### src/hdl/dms_pkg.sv
// shared constants and types for the descending merge sorter
// no dependencies; imported by dms_cell and descending_merge_sorter
package dms_pkg;

    localparam int VALUE_W   = 32;
    localparam int MAX_ITEMS = 64;
    localparam int COUNT_W   = $clog2(MAX_ITEMS + 1);

    // per-cycle command broadcast to every cell of the chain
    typedef struct packed {
        logic load;   // insert the broadcast value
        logic shift;  // move every value one cell toward the head
    } cell_ctl_t;

    typedef enum logic [1:0] {
        ST_LOAD  = 2'b01,
        ST_DRAIN = 2'b10
    } sorter_state_t;

endpackage

### src/hdl/dms_cell.sv
// one cell of the insertion chain: holds one value, compares against the
// broadcast value and hands its value to a neighbor; depends on dms_pkg
module dms_cell
    import dms_pkg::*;
(
    input  logic                      clk,
    input  cell_ctl_t                 ctl,
    input  logic signed [VALUE_W-1:0] in_value,
    input  logic                      filled,
    input  logic signed [VALUE_W-1:0] left_value,
    input  logic                      left_less,
    input  logic signed [VALUE_W-1:0] right_value,
    output logic signed [VALUE_W-1:0] value,
    output logic                      less
);

    logic signed [VALUE_W-1:0] value_reg;
    logic signed [VALUE_W-1:0] value_next;

    // empty cells count as smaller than anything
    assign less = !filled || (value_reg < in_value);

    always_comb
    begin
        value_next = value_reg;
        if (ctl.load && less)
        begin
            // first smaller cell takes the new value, the rest move down
            value_next = left_less ? left_value : in_value;
        end
        else if (ctl.shift)
        begin
            value_next = right_value;
        end
    end

    always_ff @(posedge clk)
    begin
        value_reg <= value_next;
    end

    assign value = value_reg;

endmodule

### config.mk
export PLATFORM = sky130hd
export DESIGN_NAME = dms_cell
export DESIGN_NICKNAME = d
export VERILOG_FILES = /design/src/hdl/dms_pkg.sv /design/src/hdl/dms_cell.sv
export SDC_FILE = /design/constraint.sdc
export NUM_CORES = 1
export LEC_CHECK = 0
export ABC_CLOCK_PERIOD_IN_PS = 3300
export BUFFER_PORTS_ARGS = -buffer_cell sky130_fd_sc_hd__buf_2
export CAP_MARGIN = 20
export CELL_PAD_IN_SITES_DETAIL_PLACEMENT = 2
export CELL_PAD_IN_SITES_GLOBAL_PLACEMENT = 2
export CORE_ASPECT_RATIO = 0.5
export CORE_MARGIN = 2
export CORE_UTILIZATION = 26
export CTS_BUF_LIST = sky130_fd_sc_hd__clkbuf_2
export DETAILED_ROUTE_END_ITERATION = 16
export PLACE_DENSITY_LB_ADDON = 0.05
export SYNTH_ARGS = -nofsm -noshare
export SYNTH_HDL_FRONTEND = slang
export SYNTH_SLANG_ARGS = --single-unit
### constraint.sdc
create_clock -name clk -period 3.3 [get_ports clk]
set_input_delay 0.33 -clock clk [delete_from_list [all_inputs] [get_ports clk]]
set_output_delay 0.33 -clock clk [all_outputs]
set_load 0.005 [all_outputs]
After elaboration in Yosys (flattened, before gate mapping)
Cells that the tools add are included.
W data, S select, Z words.
Operators by class
  magnitude comparators: 1
  multiplexer cells: 3
  reductions and logical operators: 4
Operators with widths (count)
  $mux W32: 3
  $lt A32 B32 Y1: 1
  $reduce_bool A2 Y1: 1
  $logic_and A1 B1 Y1: 1
  $logic_not A1 Y1: 1
  $logic_or A1 B1 Y1: 1
Word-level totals
  flip-flop bits (word level): 32
  input port bits: 101
  output and inout bits: 33
  word-level logic and storage cells: 9

Depth between registers and ports, before layout
  depth after elaboration: 4
  gate-level depth with buffers: 9
  gate-level depth less buffers: 8

Worst setup path before layout
No wires, ideal clock.
  path kind: reg2reg
  start: register value_reg[31], in the netlist value[31]
  end: register value_reg[0], in the netlist value[0] (enable)
  setup time: 0.375 ns
  arrival time: 2.426 ns
  required time: 2.925 ns
  slack: 0.499 ns
  cell stages (with the launch flop): 9
  path buffers: 1
  clock period less this slack: 2.801 ns
  path through: edfxtp_1 > ha_1 > nand4_1 > nor4_1 > a221oi_1 > a211o_1 > o221ai_4 > buf_6 > or2_2
Between the ends
  longest elaborated chain between the ends: 4
Ends and longest elaborated chain
  start, declared: RTL line dms_cell.sv:17  | logic signed [VALUE_W-1:0] value_reg;
  start signal, assigned: RTL line dms_cell.sv:39  | value_reg <= value_next;
  $lt A32 B32 Y1: RTL line dms_cell.sv:21  | assign less = !filled || (value_reg < in_value);
  $logic_or A1 B1 Y1: RTL line dms_cell.sv:21
  $logic_and A1 B1 Y1: RTL line dms_cell.sv:26  | if (ctl.load && less)
  $reduce_bool A2 Y1 (no source line)
Every way passes these cells.
A chain may end at the register's enable or synchronous reset.

Worst setup path after layout
  start: register value_reg[31], in the netlist value[31]
  end: register value_reg[27], in the netlist value[27] (data pin)
Between the ends
  longest elaborated chain between the ends: 4
Ends and longest elaborated chain
  $lt A32 B32 Y1: RTL line dms_cell.sv:21
  $logic_or A1 B1 Y1: RTL line dms_cell.sv:21
  $logic_and A1 B1 Y1: RTL line dms_cell.sv:26
  $mux W32: RTL line dms_cell.sv:26
  via value_next[27]: RTL line dms_cell.sv:18  | logic signed [VALUE_W-1:0] value_next;
The timed path passes the listed nets, and every way through them passes these cells.

==> key figures <==
Timing
  – Final Hold Fails: 0
  – Finish-stage setup viols: 0
  – Worst rel slew slack: 0.3362
  – Max Freq: 0.3259 GHz
  – Fin Setup TNS: 0 ns
  – Worst-margin pin slew: 0.9957 ns
  – Final min period: 3.068 ns
  – Fin Clk Skew: 0.008747 ns
  – Fin crit share: 0.9298
  – Unrepaired setup endpoints after global routing: no
  – Pins Over Slew Limit: 0

Floorplan
  – Initial Utilization: 0.2669
  – Num ports: 134
  – Chip width: 143.3 µm
  – Die height: 73.63 µm
  – Num rows: 25
  – Die area: 0.01055 mm²
  – Core footprint: 0.009447 mm²

Layout
  – Area Overhead vs Synth: 32.75%
  – Filler cells: 1123
  – Final #Nets: 520
  – Final cell count without fillers: 525
  – Layout cell share with drive strength beyond 1: 0.4447
  – Design Area, Final: 0.003347 mm²
  – Max reg flops: 32

Detailed routing
  – DR iter-0 viols: 48
  – Routed len/inst: 15.51 µm
  – Vias: 2387
  – DR DRC count: 0
  – Final WL: 8.142 mm
  – Vias per inst: 4.547
  – ANT nets after route: 0
  – Initial DRT Pass Iterations: 4

Global routing
  – Vias in the first global route: 2598
  – Initial antenna violation count: 1
  – First-pass GRT wire length: 12.64 mm
  – Grt ovf: 0
  – Tot GR Track Use: 0.1561
  – Largest net degree at the start of global routing: 64

Setup path
  – R2R Path End: value[27]
  – CP Data Required Time: 3.48 ns
  – Worst R2R Start: value[31]
  – CP peak stage delay: 0.45 ns
  – CP Max Fanout: 32
  – Crit-path cells: ha_1, nand4_1, nor4_1, a221oi_1, a211o_1, o221ai_4, buf_4, mux2_2
  – Worst EP arrival: 3.24 ns
  – Critical-path top delay cell: buf_4
  – Crit end category: flip-flop
  – CP Launch Type: flip-flop
  – R2R cell count: 8
  – Kind of critical path: reg -> reg
  – R2r setup slk: 0.23 ns

Synth
  – Synth area leaders: edfxtp_1, ha_1, mux2_2
  – Register area share after synthesis: 0.3811
  – Synthesized Nets: 389
  – Synth warnings: 0
  – Synthesis-stage register bit count: 32
  – Post-Syn Area: 0.002521 mm²
  – Share of the synthesized area in the top cell type: 0.3811
  – Yosys cell types: 31
  – Gate Count Post-Synth: 257
  – Synth area leader: edfxtp_1
  – Avg Synthesized Cell Area: 9.810 µm²

Pwr
  – Leakage: 1.657 nW
  – VDD IR-drop max: 0.1266 mV
  – Power Density: 385.7 mW/mm²

Clock tree
  – Setup Buffers After CTS: 0
  – CTS tree: done
  – CTS root buf: clkbuf_2
  – CTS sink count: 32
  – Worst-path clk slew: 0.18 ns
  – Max Root-Sink Buffers: 2
  – CTS H-Tree Depth: 2
  – Latest clock arrival within the worst-skew pair: 0.40 ns
  – Inserted Clock Buffers: 5

Place
  – Area after DPL: 0.003303 mm²
  – Port Buffer Count: 133
  – Final GP Congestion: 0.7198
  – Placed cells: 516
  – DP Wirelength: 6.460 mm

Hold path
  – HP Start: right_value[30]
  – Path type of the worst min-delay path: in -> reg
  – Min-Delay Path Depth: 2
  – Hold Path End: value[30]

Job
  – Maxcap violations: 0

Status
  – Status: finished, final reports clean
[metal layers]
layer | routed length (µm) | vias to the layer above | track usage
met2 | 4071 | 75 | 0.2860
met4 | 14 | 0 | 0.02397
met3 | 541 | 2 | 0.04563
li1 | - | 1180 | -
met1 | 3514 | 1130 | 0.1877
met5 | 0 | - | 0
[repair_timing]
item / in CTS / in global routing
resized for setup: 0 / 1
hold buffers: 0 / 0
endpoints found under the setup margin: 0 / 32
[how the worst max path moves through the flow]
stage	start	end	slack [ns]	cells after the start
5_1_grt	value[31]	value[20]	0.01	8
3_3_place_gp	in_value[31]	value[10]	0.29	9
3_5_place_dp	in_value[31]	value[9]	0.11	9
6_report	value[31]	value[27]	0.23	8
2_1_floorplan	value[31]	value[0]	0.50	8
4_1_cts	value[31]	value[9]	0.12	7
[cell usage after synthesis (all sizes together)]
cell	n
nand4	4
clkbuf	7
nor4	1
nand3b	1
o211ai	1
buf	3
o22ai	1
nor2	2
or2	1
o311ai	1
o21ai	35
a21oi	11
nand2	41
a21o	2
o221ai	2
a211o	1
a31oi	1
nand4bb	1
a221oi	1
edfxtp	32
and3	1
o31a	1
a2111oi	2
inv	36
ha	31
mux2	33
o21a	1
nand2b	2
and4	1
[cell usage in the layout (no fill, tap or decap), types with 2 or more instances in the layout]
cell	instances
edfxtp_1	32
ha_1	31
a21o_1	2
a21oi_1	11
buf_2	133
clkbuf_2	7
mux2_1	3
nand2b_1	2
inv_1	36
a2111oi_0	2
o21ai_0	35
nand2_1	41
nor2_1	2
mux2_2	30
nand4_1	4
[report_power, final]
group | leakage [nW] | total (mW) | switching (mW) | internal, mW
Sequential | 0.325 | 0.581 | 0.0404 | 0.541
Combinational | 1.30 | 0.499 | 0.251 | 0.248
Clock | 0.0306 | 0.211 | 0.155 | 0.0567
Total | 1.66 | 1.29 | 0.446 | 0.845
[final cells by class]
cell class	instances	area, µm²	area share
multi-input combinational	179	1368	0.4086
sequential	32	960.9	0.2871
timing repair buffer	134	673.1	0.2011
tap	135	168.9	0.05047
inverter	36	135.1	0.04037
clock buffer	7	35.03	0.01047
clock inverter	1	3.754	0.001121
antenna	1	2.502	0.0007477
[metrics by stage]
step                power (mW)  setup WS (ns)    util  hold slack (ns)
floorplan               0.8804         0.4995       -           0.5309
global placement         1.079         0.2897  0.3497           0.6166
detailed placement       1.102         0.1067  0.3497           0.6212
CTS                      1.330         0.1239  0.3538           0.1404
global route             1.401        0.01305  0.3540           0.1676
finish                   1.291         0.2318  0.3543           0.2067
[cell families after synthesis]
family / share of synthesized area
DFF: 0.3811
adders and majority gates: 0.1538
muxes: 0.1474
AOI/OAI and AO/OA: 0.1429
buffers and inverters: 0.07742
and+or+nand+nor: 0.09728
[worst max-delay path, delay by kind of cell, from the launching register on]
kind	cells	cell delay [ns]
compound gates	3	0.65
flops	1	0.43
buf+inv	1	0.45
simple gates	2	0.54
mux	1	0.40
fa+ha+maj	1	0.38
Power figures use the tool's default switching activity.
